**src/hw/rtl/sliding_window_maximum_macros.svh**
```systemverilog
// ----------------------------------------------------------------------------
// Sliding window maximum: assertion macros
// Shared concurrent assertion forms, clocked on clock, disabled in reset.
// ----------------------------------------------------------------------------
`ifndef SLIDING_WINDOW_MAXIMUM_MACROS_SVH
`define SLIDING_WINDOW_MAXIMUM_MACROS_SVH

// same-cycle implication
`define SWM_ASSERT_HOLDS(label, ante, cons, msg) \
   label: assert property (@(posedge clock) disable iff (reset) (ante) |-> (cons)) \
      else $error(msg);

// next-cycle implication
`define SWM_ASSERT_NEXT(label, ante, cons, msg) \
   label: assert property (@(posedge clock) disable iff (reset) (ante) |=> (cons)) \
      else $error(msg);

`endif

```
**src/hw/rtl/swm_pkg.sv**
```systemverilog
// ----------------------------------------------------------------------------
// Sliding window maximum: package
// Sizes, payload types and the controller/datapath command and status groups.
// ----------------------------------------------------------------------------
package swm_pkg;

   // queue depth, a power of two (positions wrap at twice the depth)
   localparam int WINDOW_MAX   = 64;
   localparam int SAMPLE_WIDTH = 16;
   localparam int CFG_WIDTH    = 7;
   localparam int QUEUE_AW     = $clog2(WINDOW_MAX);
   localparam int QUEUE_CW     = QUEUE_AW + 1;
   localparam int POS_WIDTH    = QUEUE_AW + 1;

   typedef logic signed [SAMPLE_WIDTH-1:0] sample_type;
   typedef logic [CFG_WIDTH-1:0]           cfg_type;
   typedef logic [QUEUE_AW-1:0]            addr_type;
   typedef logic [QUEUE_CW-1:0]            count_type;
   typedef logic [POS_WIDTH-1:0]           pos_type;

   // one queue entry: candidate value and its stream position
   typedef struct packed {
      sample_type value;
      pos_type    age;
   } entry_type;

   // controller -> datapath
   typedef struct packed {
      logic accept;
      logic front_pop;
      logic front_stop;
      logic back_pop;
      logic back_stop;
      logic load_out;
      logic out_from_pend;
   } swm_cmd_type;

   // datapath -> controller
   typedef struct packed {
      logic front_old;
      logic back_le;
      logic emit;
      logic out_busy;
   } swm_status_type;

endpackage

```
**src/hw/rtl/swm_req_if.sv**
```systemverilog
// ----------------------------------------------------------------------------
// Sliding window maximum: sample channel
// Valid/ready channel carrying one input sample beat.
// ----------------------------------------------------------------------------
interface swm_req_if import swm_pkg::*; ();
   logic       valid;
   logic       ready;
   sample_type sample;
   logic       first;
   logic       last;

   modport source (output valid, output sample, output first, output last, input ready);
   modport sink   (input valid, input sample, input first, input last, output ready);
endinterface

```
**src/hw/rtl/swm_rsp_if.sv**
```systemverilog
// ----------------------------------------------------------------------------
// Sliding window maximum: result channel
// Valid/ready channel carrying one window maximum beat.
// ----------------------------------------------------------------------------
interface swm_rsp_if import swm_pkg::*; ();
   logic       valid;
   logic       ready;
   sample_type window_max;
   logic       end_of_run;

   modport source (output valid, output window_max, output end_of_run, input ready);
   modport sink   (input valid, input window_max, input end_of_run, output ready);
endinterface

```
**src/hw/rtl/swm_csr_if.sv**
```systemverilog
// ----------------------------------------------------------------------------
// Sliding window maximum: register write channel
// Valid/ready channel carrying the window length write data.
// ----------------------------------------------------------------------------
interface swm_csr_if import swm_pkg::*; ();
   logic    valid;
   logic    ready;
   cfg_type window_len;

   modport source (output valid, output window_len, input ready);
   modport sink   (input valid, input window_len, output ready);
endinterface

```
**src/hw/rtl/swm_ctrl.sv**
```systemverilog
// ----------------------------------------------------------------------------
// Sliding window maximum: controller
// Sequences one sample: head read, front drops, back drops and push, result.
// ----------------------------------------------------------------------------
module swm_ctrl import swm_pkg::*; (
   input  logic           clock,
   input  logic           reset,
   input  logic           req_valid,
   output logic           req_ready,
   input  swm_status_type status,
   output swm_cmd_type    cmd
);

   typedef enum logic [1:0] {
      ST_IDLE,
      ST_FRONT,
      ST_BACK,
      ST_HOLD
   } state_type;

   state_type state_ff;
   state_type state_in;

   assign req_ready = (state_ff == ST_IDLE);

   // commands and next state
   always_comb begin
      cmd      = '0;
      state_in = state_ff;
      case (state_ff)
         ST_IDLE: begin
            if (req_valid) begin
               cmd.accept = 1'b1;
               state_in   = ST_FRONT;
            end
         end
         ST_FRONT: begin
            if (status.front_old) begin
               cmd.front_pop = 1'b1;
            end else begin
               cmd.front_stop = 1'b1;
               state_in       = ST_BACK;
            end
         end
         ST_BACK: begin
            if (status.back_le) begin
               cmd.back_pop = 1'b1;
            end else begin
               cmd.back_stop = 1'b1;
               if (status.emit && status.out_busy) begin
                  state_in = ST_HOLD;
               end else begin
                  cmd.load_out = status.emit;
                  state_in     = ST_IDLE;
               end
            end
         end
         ST_HOLD: begin
            if (!status.out_busy) begin
               cmd.load_out      = 1'b1;
               cmd.out_from_pend = 1'b1;
               state_in          = ST_IDLE;
            end
         end
         default: begin
            state_in = ST_IDLE;
         end
      endcase
   end

   // state register
   always_ff @(posedge clock) begin
      if (reset) begin
         state_ff <= ST_IDLE;
      end else begin
         state_ff <= state_in;
      end
   end

endmodule

```
**src/hw/rtl/swm_datapath.sv**
```systemverilog
// ----------------------------------------------------------------------------
// Sliding window maximum: datapath
// Queue memory, head/count/position/fill registers, compares, result register.
// ----------------------------------------------------------------------------
module swm_datapath import swm_pkg::*; (
   input  logic           clock,
   input  logic           reset,
   input  sample_type     req_sample,
   input  logic           req_first,
   input  logic           req_last,
   input  logic           csr_valid,
   input  cfg_type        csr_window_len,
   input  swm_cmd_type    cmd,
   output swm_status_type status,
   output logic           rsp_valid,
   input  logic           rsp_ready,
   output sample_type     rsp_window_max,
   output logic           rsp_end_of_run
);

   `include "sliding_window_maximum_macros.svh"

   entry_type  mem [WINDOW_MAX];
   entry_type  rd_data_ff;
   addr_type   rd_addr;
   addr_type   wr_addr;
   logic       wr_en;

   cfg_type    window_len_ff;
   count_type  len_eff;
   addr_type   head_ff,  head_in;
   count_type  count_ff, count_in;
   pos_type    pos_ff,   pos_in;
   count_type  fill_ff,  fill_in;
   count_type  fill_base;
   pos_type    age_diff;

   sample_type sample_ff;
   logic       last_ff;
   sample_type front_val_ff;
   sample_type pend_max_ff;
   sample_type result_live;

   logic       rsp_valid_ff;
   sample_type rsp_max_ff;
   logic       rsp_last_ff;

   // window length register
   always_ff @(posedge clock) begin
      if (reset) begin
         window_len_ff <= CFG_WIDTH'(1);
      end else if (csr_valid) begin
         window_len_ff <= csr_window_len;
      end
   end

   // zero means one, saturate at queue depth
   always_comb begin
      if (window_len_ff == '0) begin
         len_eff = QUEUE_CW'(1);
      end else if (window_len_ff > CFG_WIDTH'(WINDOW_MAX)) begin
         len_eff = QUEUE_CW'(WINDOW_MAX);
      end else begin
         len_eff = QUEUE_CW'(window_len_ff);
      end
   end

   // queue pointer and sequence counters
   always_comb begin
      head_in   = head_ff;
      count_in  = count_ff;
      pos_in    = pos_ff;
      fill_in   = fill_ff;
      fill_base = req_first ? '0 : fill_ff;
      if (cmd.accept) begin
         head_in  = req_first ? '0 : head_ff;
         count_in = req_first ? '0 : count_ff;
         pos_in   = req_first ? '0 : pos_ff;
         fill_in  = (fill_base < QUEUE_CW'(WINDOW_MAX)) ? fill_base + 1'b1 : fill_base;
      end else if (cmd.front_pop) begin
         head_in  = head_ff + 1'b1;
         count_in = count_ff - 1'b1;
      end else if (cmd.back_pop) begin
         count_in = count_ff - 1'b1;
      end else if (cmd.back_stop) begin
         if (count_ff < QUEUE_CW'(WINDOW_MAX)) begin
            count_in = count_ff + 1'b1;
         end
         pos_in = pos_ff + 1'b1;
      end
   end

   // read the head while checking age, the back while checking value
   always_comb begin
      if (cmd.accept || cmd.front_pop) begin
         rd_addr = head_in;
      end else begin
         rd_addr = head_in + count_in[QUEUE_AW-1:0] - 1'b1;
      end
   end

   assign wr_addr = head_ff + count_ff[QUEUE_AW-1:0];
   assign wr_en   = cmd.back_stop && (count_ff < QUEUE_CW'(WINDOW_MAX));

   // queue memory, registered read
   always_ff @(posedge clock) begin
      if (wr_en) begin
         mem[wr_addr] <= '{value: sample_ff, age: pos_ff};
      end
      rd_data_ff <= mem[rd_addr];
   end

   always_ff @(posedge clock) begin
      if (reset) begin
         head_ff  <= '0;
         count_ff <= '0;
         pos_ff   <= '0;
         fill_ff  <= '0;
      end else begin
         head_ff  <= head_in;
         count_ff <= count_in;
         pos_ff   <= pos_in;
         fill_ff  <= fill_in;
      end
   end

   // sample payload and candidate results
   always_ff @(posedge clock) begin
      if (cmd.accept) begin
         sample_ff <= req_sample;
         last_ff   <= req_last;
      end
      if (cmd.front_stop) begin
         front_val_ff <= rd_data_ff.value;
      end
      if (cmd.back_stop) begin
         pend_max_ff <= result_live;
      end
   end

   // empty after back drops: the new sample is the front
   assign result_live = (count_ff == '0) ? sample_ff : front_val_ff;

   // status compares
   assign age_diff         = pos_ff - rd_data_ff.age;
   assign status.front_old = (count_ff != '0) && (QUEUE_CW'(age_diff) >= len_eff);
   assign status.back_le   = (count_ff != '0) && (rd_data_ff.value <= sample_ff);
   assign status.emit      = (fill_ff >= len_eff);
   assign status.out_busy  = rsp_valid_ff && !rsp_ready;

   // result register
   always_ff @(posedge clock) begin
      if (reset) begin
         rsp_valid_ff <= 1'b0;
      end else if (cmd.load_out) begin
         rsp_valid_ff <= 1'b1;
      end else if (rsp_ready) begin
         rsp_valid_ff <= 1'b0;
      end
   end

   always_ff @(posedge clock) begin
      if (cmd.load_out) begin
         rsp_max_ff  <= cmd.out_from_pend ? pend_max_ff : result_live;
         rsp_last_ff <= last_ff;
      end
   end

   assign rsp_valid      = rsp_valid_ff;
   assign rsp_window_max = rsp_max_ff;
   assign rsp_end_of_run = rsp_last_ff;

   // checks
   `SWM_ASSERT_HOLDS(a_count_within_fill, 1'b1, count_ff <= fill_ff, "queue holds more than seen")
   `SWM_ASSERT_HOLDS(a_no_overwrite, cmd.load_out, !status.out_busy, "result beat overwritten")
   `SWM_ASSERT_NEXT(a_emit_nonempty, cmd.load_out, count_ff != '0, "result from empty queue")

endmodule

```
**src/hw/rtl/sliding_window_maximum.sv**
```systemverilog
// Flow: a sample beat is accepted, then entries are dropped from the queue front,
//   then from the queue back, and, once the window has filled, the result is loaded.
// A new sample is accepted only after the last one is done, including any wait
//   of a finished result for rsp ready; each sample leaves the queue at most once,
//   and the queue memory has a single read port.
// Reset: queue empty, fill count and position zero, window_len 1.
// ----------------------------------------------------------------------------
// Sliding window maximum: top level
// Running maximum of the last window_len samples over a monotonic queue.
// ----------------------------------------------------------------------------
module sliding_window_maximum import swm_pkg::*; (
   input  logic      clock,
   input  logic      reset,
   swm_req_if.sink   req_if,
   swm_rsp_if.source rsp_if,
   swm_csr_if.sink   csr_if
);

   swm_cmd_type    cmd;
   swm_status_type status;

   // register writes always taken
   assign csr_if.ready = 1'b1;

   swm_ctrl u_ctrl (
      .clock     (clock),
      .reset     (reset),
      .req_valid (req_if.valid),
      .req_ready (req_if.ready),
      .status    (status),
      .cmd       (cmd)
   );

   swm_datapath u_datapath (
      .clock          (clock),
      .reset          (reset),
      .req_sample     (req_if.sample),
      .req_first      (req_if.first),
      .req_last       (req_if.last),
      .csr_valid      (csr_if.valid),
      .csr_window_len (csr_if.window_len),
      .cmd            (cmd),
      .status         (status),
      .rsp_valid      (rsp_if.valid),
      .rsp_ready      (rsp_if.ready),
      .rsp_window_max (rsp_if.window_max),
      .rsp_end_of_run (rsp_if.end_of_run)
   );

endmodule

```
**src/flat_wrapper.sv**
```systemverilog
// flat-port wrapper written by rule: the top's interface ports become plain ports
module sliding_window_maximum_flat import swm_pkg::*;
  (clock, reset, req_if_valid, req_if_sample, req_if_first, req_if_last, req_if_ready, rsp_if_valid, rsp_if_window_max, rsp_if_end_of_run, rsp_if_ready, csr_if_valid, csr_if_window_len, csr_if_ready);
  swm_req_if req_if_i ();
  swm_rsp_if rsp_if_i ();
  swm_csr_if csr_if_i ();
  input  logic clock;
  input  logic reset;
  input wire logic [$bits(req_if_i.valid)-1:0] req_if_valid;
  input wire logic [$bits(req_if_i.sample)-1:0] req_if_sample;
  input wire logic [$bits(req_if_i.first)-1:0] req_if_first;
  input wire logic [$bits(req_if_i.last)-1:0] req_if_last;
  output wire logic [$bits(req_if_i.ready)-1:0] req_if_ready;
  output wire logic [$bits(rsp_if_i.valid)-1:0] rsp_if_valid;
  output wire logic [$bits(rsp_if_i.window_max)-1:0] rsp_if_window_max;
  output wire logic [$bits(rsp_if_i.end_of_run)-1:0] rsp_if_end_of_run;
  input wire logic [$bits(rsp_if_i.ready)-1:0] rsp_if_ready;
  input wire logic [$bits(csr_if_i.valid)-1:0] csr_if_valid;
  input wire logic [$bits(csr_if_i.window_len)-1:0] csr_if_window_len;
  output wire logic [$bits(csr_if_i.ready)-1:0] csr_if_ready;
  assign req_if_i.valid = req_if_valid;
  assign req_if_i.sample = req_if_sample;
  assign req_if_i.first = req_if_first;
  assign req_if_i.last = req_if_last;
  assign req_if_ready = req_if_i.ready;
  assign rsp_if_valid = rsp_if_i.valid;
  assign rsp_if_window_max = rsp_if_i.window_max;
  assign rsp_if_end_of_run = rsp_if_i.end_of_run;
  assign rsp_if_i.ready = rsp_if_ready;
  assign csr_if_i.valid = csr_if_valid;
  assign csr_if_i.window_len = csr_if_window_len;
  assign csr_if_ready = csr_if_i.ready;
  sliding_window_maximum u_core (.clock(clock), .reset(reset), .req_if(req_if_i), .rsp_if(rsp_if_i), .csr_if(csr_if_i));
endmodule
```
**config.mk**
```make
export PLATFORM = sky130hd
export DESIGN_NAME = sliding_window_maximum_flat
export DESIGN_NICKNAME = d
export VERILOG_FILES = /design/src/hw/rtl/swm_pkg.sv /design/src/hw/rtl/swm_req_if.sv /design/src/hw/rtl/swm_rsp_if.sv /design/src/hw/rtl/swm_csr_if.sv /design/src/hw/rtl/swm_ctrl.sv /design/src/hw/rtl/swm_datapath.sv /design/src/hw/rtl/sliding_window_maximum.sv /design/src/flat_wrapper.sv
export VERILOG_INCLUDE_DIRS = /design/src /design/src/hw/rtl
export SDC_FILE = /design/constraint.sdc
export NUM_CORES = 2
export LEC_CHECK = 0
export ABC_CLOCK_PERIOD_IN_PS = 14200
export BUFFER_PORTS_ARGS = -buffer_cell sky130_fd_sc_hd__buf_4
export CAP_MARGIN = 25
export CORE_ASPECT_RATIO = 2
export CORE_MARGIN = 2
export CORE_UTILIZATION = 55
export DETAILED_ROUTE_END_ITERATION = 16
export HOLD_SLACK_MARGIN = 0.03
export PLACE_DENSITY = 0.79
export SKIP_LAST_GASP = 1
export SYNTH_ARGS = -nofsm -noshare
export SYNTH_HDL_FRONTEND = slang
export SYNTH_SLANG_ARGS = --single-unit
```
**constraint.sdc**
```tcl
create_clock -name clock -period 14.2 [get_ports clock]
set_clock_uncertainty 0.1 [all_clocks]
set_input_delay 2.13 -clock clock [delete_from_list [all_inputs] [get_ports clock]]
set_output_delay 2.13 -clock clock [all_outputs]
set_load 0.005 [all_outputs]
```
# Word level (Yosys, flattened, before mapping)
# Memories as Yosys holds them, arrays and structs flattened. A register that Yosys moved wholly into a read port is not among the register bits.
# Cells that the tools add are included.
# classes
n_addsub	9
magnitude_cmp	6
n_eq_ne	10
muxes	43
reduce_logical	18
# ops
op	n
$mux 7	15
$mux 16	2
$mux 6	4
$add 7x1->7 const B	3
$mux 2	9
$le 16x16->1	1
$ge 7x7->1	2
$logic_not 7->1	2
$lt 7x7->1 const B	2
$add 6x6->6	2
$ne 2x2->1 const B	6
$mux 1	11
$pmux 2 s4	1
$reduce_and 4->1	2
$reduce_bool 4->1	2
$gt 7x7->1 const B	1
$reduce_bool 7->1	1
$sub 7x1->7 const B	1
$sub 7x7->7	1
$add 6x1->6 const B	1
$sub 6x1->6 const B	1
$logic_and 1x1->1	5
$eq 2x2->1 const B	2
$reduce_bool 2->1	2
7 further kinds	7
# word_totals
register_bits	103
ram_bits	1472
input_bits	30
out_inout_bits	20
elab_cells	101
n_memories	1
# memory_table
memory	words	width	read_ports	rd_ports_with_merged_regs	wr	line_no	source
u_core.u_datapath.mem	64	23	1	1	1	swm_datapath.sv:23	entry_type mem [WINDOW_MAX];

# Logic depth before layout (Yosys ltp)
# depth
word_depth	15
depth_mapped	34

# Modules after synthesis
# Synthesis repeated with hierarchy kept, for this count alone.
# unflattened
cells_unflattened	4305
area_unflattened_um2	64971.1
# by_module_without_submodules
mod	instances	cells_each	area_each_um2	seq_area_each_um2
swm_datapath	1	4277	64753.4	47345.4
swm_ctrl	1	26	206.4	40.0
sliding_window_maximum	1	2	11.3	0.0

# Worst setup path before layout
# Ideal clock, no wire load.
# synth_path
path_kind	register to register
from	reg u_core.u_datapath.pos_ff[0]
to	reg u_core.u_datapath.rd_data_ff[2] (netlist name)
setup_time_ps	128
arrival_time_ps	7193
path_slack_ps	6780
path_stages_with_launch	33
n_path_buf	3
period_less_slack_ps	7420
path_cell_list	dfxtp_1 > inv_1 > ha_1 > fa_1 > inv_1 > a21oi_1 > o21bai_1 > a21o_1 > a21oi_1 > xnor2_1 > ha_1 > and3_1 > a221o_1 > a31oi_4 > or2_4 > buf_4 > nand2_1 > a211o_1 > a32oi_1 > ha_1 > inv_1 > ha_1 > inv_1 > fa_1 > inv_1 > a221o_1 > nand2_1 > buf_2 > buf_1 > o22ai_1 > or4_1 > o2111ai_1 > o21ai_1
# synth_between
elab_chain_cells	10
elab_cells_between_ends	13
# synth_lines
item	line_no	source
start, declared	swm_datapath.sv:33	pos_type pos_ff, pos_in;
start signal, assigned	swm_datapath.sv:122	pos_ff <= pos_in;
$sub 7x7->7 *	swm_datapath.sv:145	assign age_diff = pos_ff - rd_data_ff.age;
$ge 7x7->1 *	swm_datapath.sv:146	assign status.front_old = (count_ff != '0) && (QUEUE_CW'(age_diff) >= len_eff);
$logic_and 1x1->1 *	swm_datapath.sv:146	
$mux 1 *	swm_ctrl.sv:38	if (status.front_old) begin
$mux 2 *	swm_ctrl.sv:30	case (state_ff)
$mux 6 / $mux 7 (equally long branches)	swm_datapath.sv:80	end else if (cmd.front_pop) begin
$mux 6 / $mux 7 (equally long branches)	swm_datapath.sv:75	if (cmd.accept) begin
$add 6x6->6	swm_datapath.sv:98	rd_addr = head_in + count_in[QUEUE_AW-1:0] - 1'b1;
$sub 6x1->6	swm_datapath.sv:98	
$mux 6 *	swm_datapath.sv:95	if (cmd.accept || cmd.front_pop) begin
# Every way passes the cells marked *; elsewhere a longest branch is shown, timed or not.
# A chain may end at the register's enable or synchronous reset.

# Final worst setup path
# layout_path
from	reg u_core.u_datapath.pos_ff[0]
to	reg u_core.u_datapath.rd_data_ff[9] (netlist name)
# layout_between
elab_chain_cells	10
elab_cells_between_ends	13
# layout_lines
item	line_no
$sub 7x7->7 *	swm_datapath.sv:145
$ge 7x7->1 *	swm_datapath.sv:146
$logic_and 1x1->1 *	swm_datapath.sv:146
$mux 1 *	swm_ctrl.sv:38
$mux 2 *	swm_ctrl.sv:30
$mux 6 / $mux 7 (equally long branches)	swm_datapath.sv:80
$mux 6 / $mux 7 (equally long branches)	swm_datapath.sv:75
$add 6x6->6	swm_datapath.sv:98
$sub 6x1->6	swm_datapath.sv:98
$mux 6 *	swm_datapath.sv:95
# Marked as above.

==> results.txt <==
The post-synthesis area per instance was 13.72 sq um; the achievable clock frequency was 113.6 MHz. Routed wirelength normalized by instance count: 29.20 um. Setup repair after global routing left no endpoint under its margin. The synthesized netlist devotes 10.27% of its cell area to simple gates. After synthesis, the netlist uses 69 different library cells. The worst register-to-register path has a depth of 30. The run gives 0 as the final number of max-transition violations.

TritonCTS built the clock tree. The normalized max-slew margin is 14.39%, and the fraction of final layout cells sized beyond drive strength 1 is 10.27%. The worst register-to-register path ends at u_core.u_datapath.rd_data_ff[9].

The dominant cell type by area after synthesis was edfxtp_1. The number of flops mapped to enable cells by yosys was 1538; the number of hold violations in the final report was 0. The tools report the arrival time at the worst endpoint as 9330 ps. Depth of the worst hold-timing path: 0. Fill cells in the final layout number 8211. The most common cell after layout, fill and taps aside was edfxtp_1. The flop-to-flop setup slack is 5400 ps. The slew of the pin with the lowest slew margin was 1284 ps; the total clock sinks was 1598. Once the clock tree was built, the resizer swapped 0 gates to a different size. Once detail routing completed, the nets flagged for antenna violations numbered 0.

Buffer cell driving the clock tree root: clkbuf_16. Clock latency on the worst-skew pair, taken at its later pin, is 770 ps. Measured against the total synthesized area, the mux share comes to 4.898%. Across the run, the number of max-cap violations was 0.

When the netlist entered floorplanning its net count stood at 4804. The critical path is of the reg -> reg type. At the worst endpoint, the required time is 14730 ps.

The startpoint identified for the worst register-to-register timing path is u_core.u_datapath.pos_ff[0]. Setup violations remaining at the end of the flow were counted as 0. The die span in x was 246.6 um; the count of port buffers added during placement was 48. At the end of the flow, the number of nets in the layout was 4820.

In the finished design, the share of the clock period the worst path needs comes to 61.97%. The run finished with clean final reports. The number of H-tree branching levels is 4. Category of the worst setup path capture point: a flip-flop. For this run, the register share of the synthesized area comes to 73.21%.

By area, the combinational part of the netlist is dominated by simple AND/OR/NAND/NOR gates. The detailed router finished its first iteration with 6894 violations. The area of the core came out at 117100 sq um. The floorplan has 178 rows. The logs give 10 for the number of antenna violations at the first check in global routing and 4718 for the count of mapped cells out of synthesis.

In the final timing run, aggregate negative setup slack is 0 ps. Among all flip-flop cells after synthesis, the most frequent one is edfxtp_1. Number of remaining DRC errors: 0.

Top cell type's share of synthesized area: 71.35%. The detailed router placed 42320 vias in this run. The post-layout minimum cycle time works out to 8799 ps. Relative to the synthesized area, the layout overhead comes to 11.12%.

Counting flops with an async set or reset pin after synthesis yields a share of 0%. The maximum net fanout on the critical path was 51; the first-pass iteration count of the detailed router was 9. At the end of routability-driven placement, the weighted congestion stood at 0.9712. The full die area was 120600 sq um; the synthesized-area fraction occupied by xor and xnor cells was 0.4601%.

Detailed placement ended at an HPWL of 102400 um. The number of buffers and inverters on the critical path is 6. Number of global-route vias before repair: 40890. The Yosys step of the flow raised 0 warnings. The slowest stage of the critical path is the buf_4 cell. The initial core utilization was 55.25%.

The floorplan step set the die height to 489.1 um. Synthesized cell area: 64730 sq um. Final cell utilization of the core: 61.40%. Post-synthesis share of cell area spent on full adders, half adders and majority gates: 1.117%. In this run the count of I/O pins placed on the die edge is 50. Critical path's top delay family: compound AO/OA/AOI/OAI gates. The wire length of the first global-routing pass came out at 267700 um. Leaving out fill and tap cells, the most frequent cells in the layout are edfxtp_1, nand2_1, a21oi_1. The routed design has 186300 um of wire. The total CTS buffers was 138. For this design, the CTS-stage hold fixing added 0 buffers.

The startpoint identified for the worst hold timing path is u_core.u_datapath.last_ff. For the combined global-route utilization of all metal layers, the log shows 30.64%. The tools report the critical path startpoint category as a flip-flop. The maximum clock insertion buffer count was 3; the maximum number of pins on one net before global-route repair was 162. The type of the worst min-delay path is reg -> reg.

By area the synthesized netlist is led by edfxtp_1, nand2_1, mux2i_1, a21oi_1, dfxtp_1. The synthesized design contains 1598 register bits. The largest stage delay on the critical path came out at 690 ps.

The tools report the buffer count from post-CTS setup fixing as 0. After clock tree synthesis, the clock-pin slew on the worst setup and hold paths is 70 ps. The average vias per placed instance was 6.633.

The cell that appears most often on the critical path is inv_1. Summed over all layers, the global routing overflow is 0. The synthesized netlist devotes 7.632% of its cell area to compound gates. Sink of the worst hold path: u_core.u_datapath.rsp_end_of_run.
-- flip-flops by register name, summed over array words and instances, names as in the netlist, 16 cells and up --
register and count:
u_core.u_datapath.front_val_ff 16, u_core.u_datapath.mem 1472, u_core.u_datapath.rsp_window_max 16, u_core.u_datapath.sample_ff 16, u_core.u_datapath.pend_max_ff 16, u_core.u_datapath.rd_data_ff 23
-- layout make-up --
type,instances,area (sq um),area share (%)
Sequential cell,1598,47400,65.90
Multi-Input combinational cell,2785,16270,22.62
Clock buffer,188,3905,5.429
Tap cell,1530,1914,2.662
Timing Repair Buffer,160,1589,2.209
Clock inverter,65,650.6,0.9046
Inverter,51,191.4,0.2662
Antenna cell,3,7.507,0.01044
-- worst register-to-register path: cells and delay by family (launching register included) --
family,cells,cell delay (ps)
adders and majority gates,6,1990
xor gates and xnor gates,1,140
buffers and inverters,6,1130
AOI/OAI and AO/OA,11,2460
and+or+nand+nor,6,2230
DFF,1,630
-- Yosys cell counts (all sizes together) (2+ instances only) --
master	instances
edfxtp	1538
nand2	978
a21oi	512
mux2i	265
nor2	168
buf	147
clkbuf	137
o21ai	120
nor4	95
o22ai	95
nand3	84
or4	69
dfxtp	60
nand4	56
ha	53
inv	51
mux2	42
nor3	34
o21bai	25
a221oi	24
o221ai	23
o2111ai	22
xnor2	21
nor2b	15
xor2	13
a21o	12
and3	7
nand2b	6
a31oi	5
a31o	3
and2	3
fa	3
nand3b	3
o211ai	3
a211o	2
a221o	2
a311o	2
a32oi	2
mux4	2
o211a	2
or2	2
or3	2
-- worst max path at each step --
stage	start	to	slack (ps)	cells after the start
floorplan	u_core.u_datapath.pos_ff[0]	u_core.u_datapath.rd_data_ff[2]	6780	32
global placement	u_core.u_datapath.pos_ff[0]	u_core.u_datapath.rd_data_ff[6]	4970	29
detailed placement	u_core.u_datapath.pos_ff[0]	u_core.u_datapath.rd_data_ff[9]	4960	30
CTS	u_core.u_datapath.pos_ff[0]	u_core.u_datapath.rd_data_ff[9]	4880	30
global route	u_core.u_datapath.pos_ff[0]	u_core.u_datapath.rd_data_ff[22]	5130	30
finish	u_core.u_datapath.pos_ff[0]	u_core.u_datapath.rd_data_ff[9]	5400	30
-- stage by stage --
stage / instance area, sq um / setup WS [ps] / cells / hold WS, ps
floorplan: 64730 / 6780 / 4718 / 300.3
global placement: 66850 / 4972 / 6101 / 314.6
detailed placement: 67130 / 4957 / 6114 / 306.6
CTS: 71690 / 4882 / 6367 / 319.4
global route: 71920 / 5127 / 6377 / 352.5
finish: 71930 / 5401 / 6380 / 321.5
-- cell families (layout without fill, tap and decap cells) --
| group | count (synthesis) | in the layout |
|---|---|---|
| flops | 1598 | 1598 |
| fa+ha+maj | 56 | 56 |
| buf+inv | 335 | 464 |
| simple gates | 1523 | 1523 |
| mux | 309 | 309 |
| other cells | 1 | 4 |
| compound gates | 862 | 862 |
| xor+xnor | 34 | 34 |
-- layer usage --
layer	GRT usage, %	share of wire (%)
met1	38.37	33
met2	46.58	46
met3	7.761	13
met4	21.83	8.1
met5	0	0.011
Power is not shown: default switching activity piles up to over one toggle a cycle in this logic, so the estimate is an artifact.
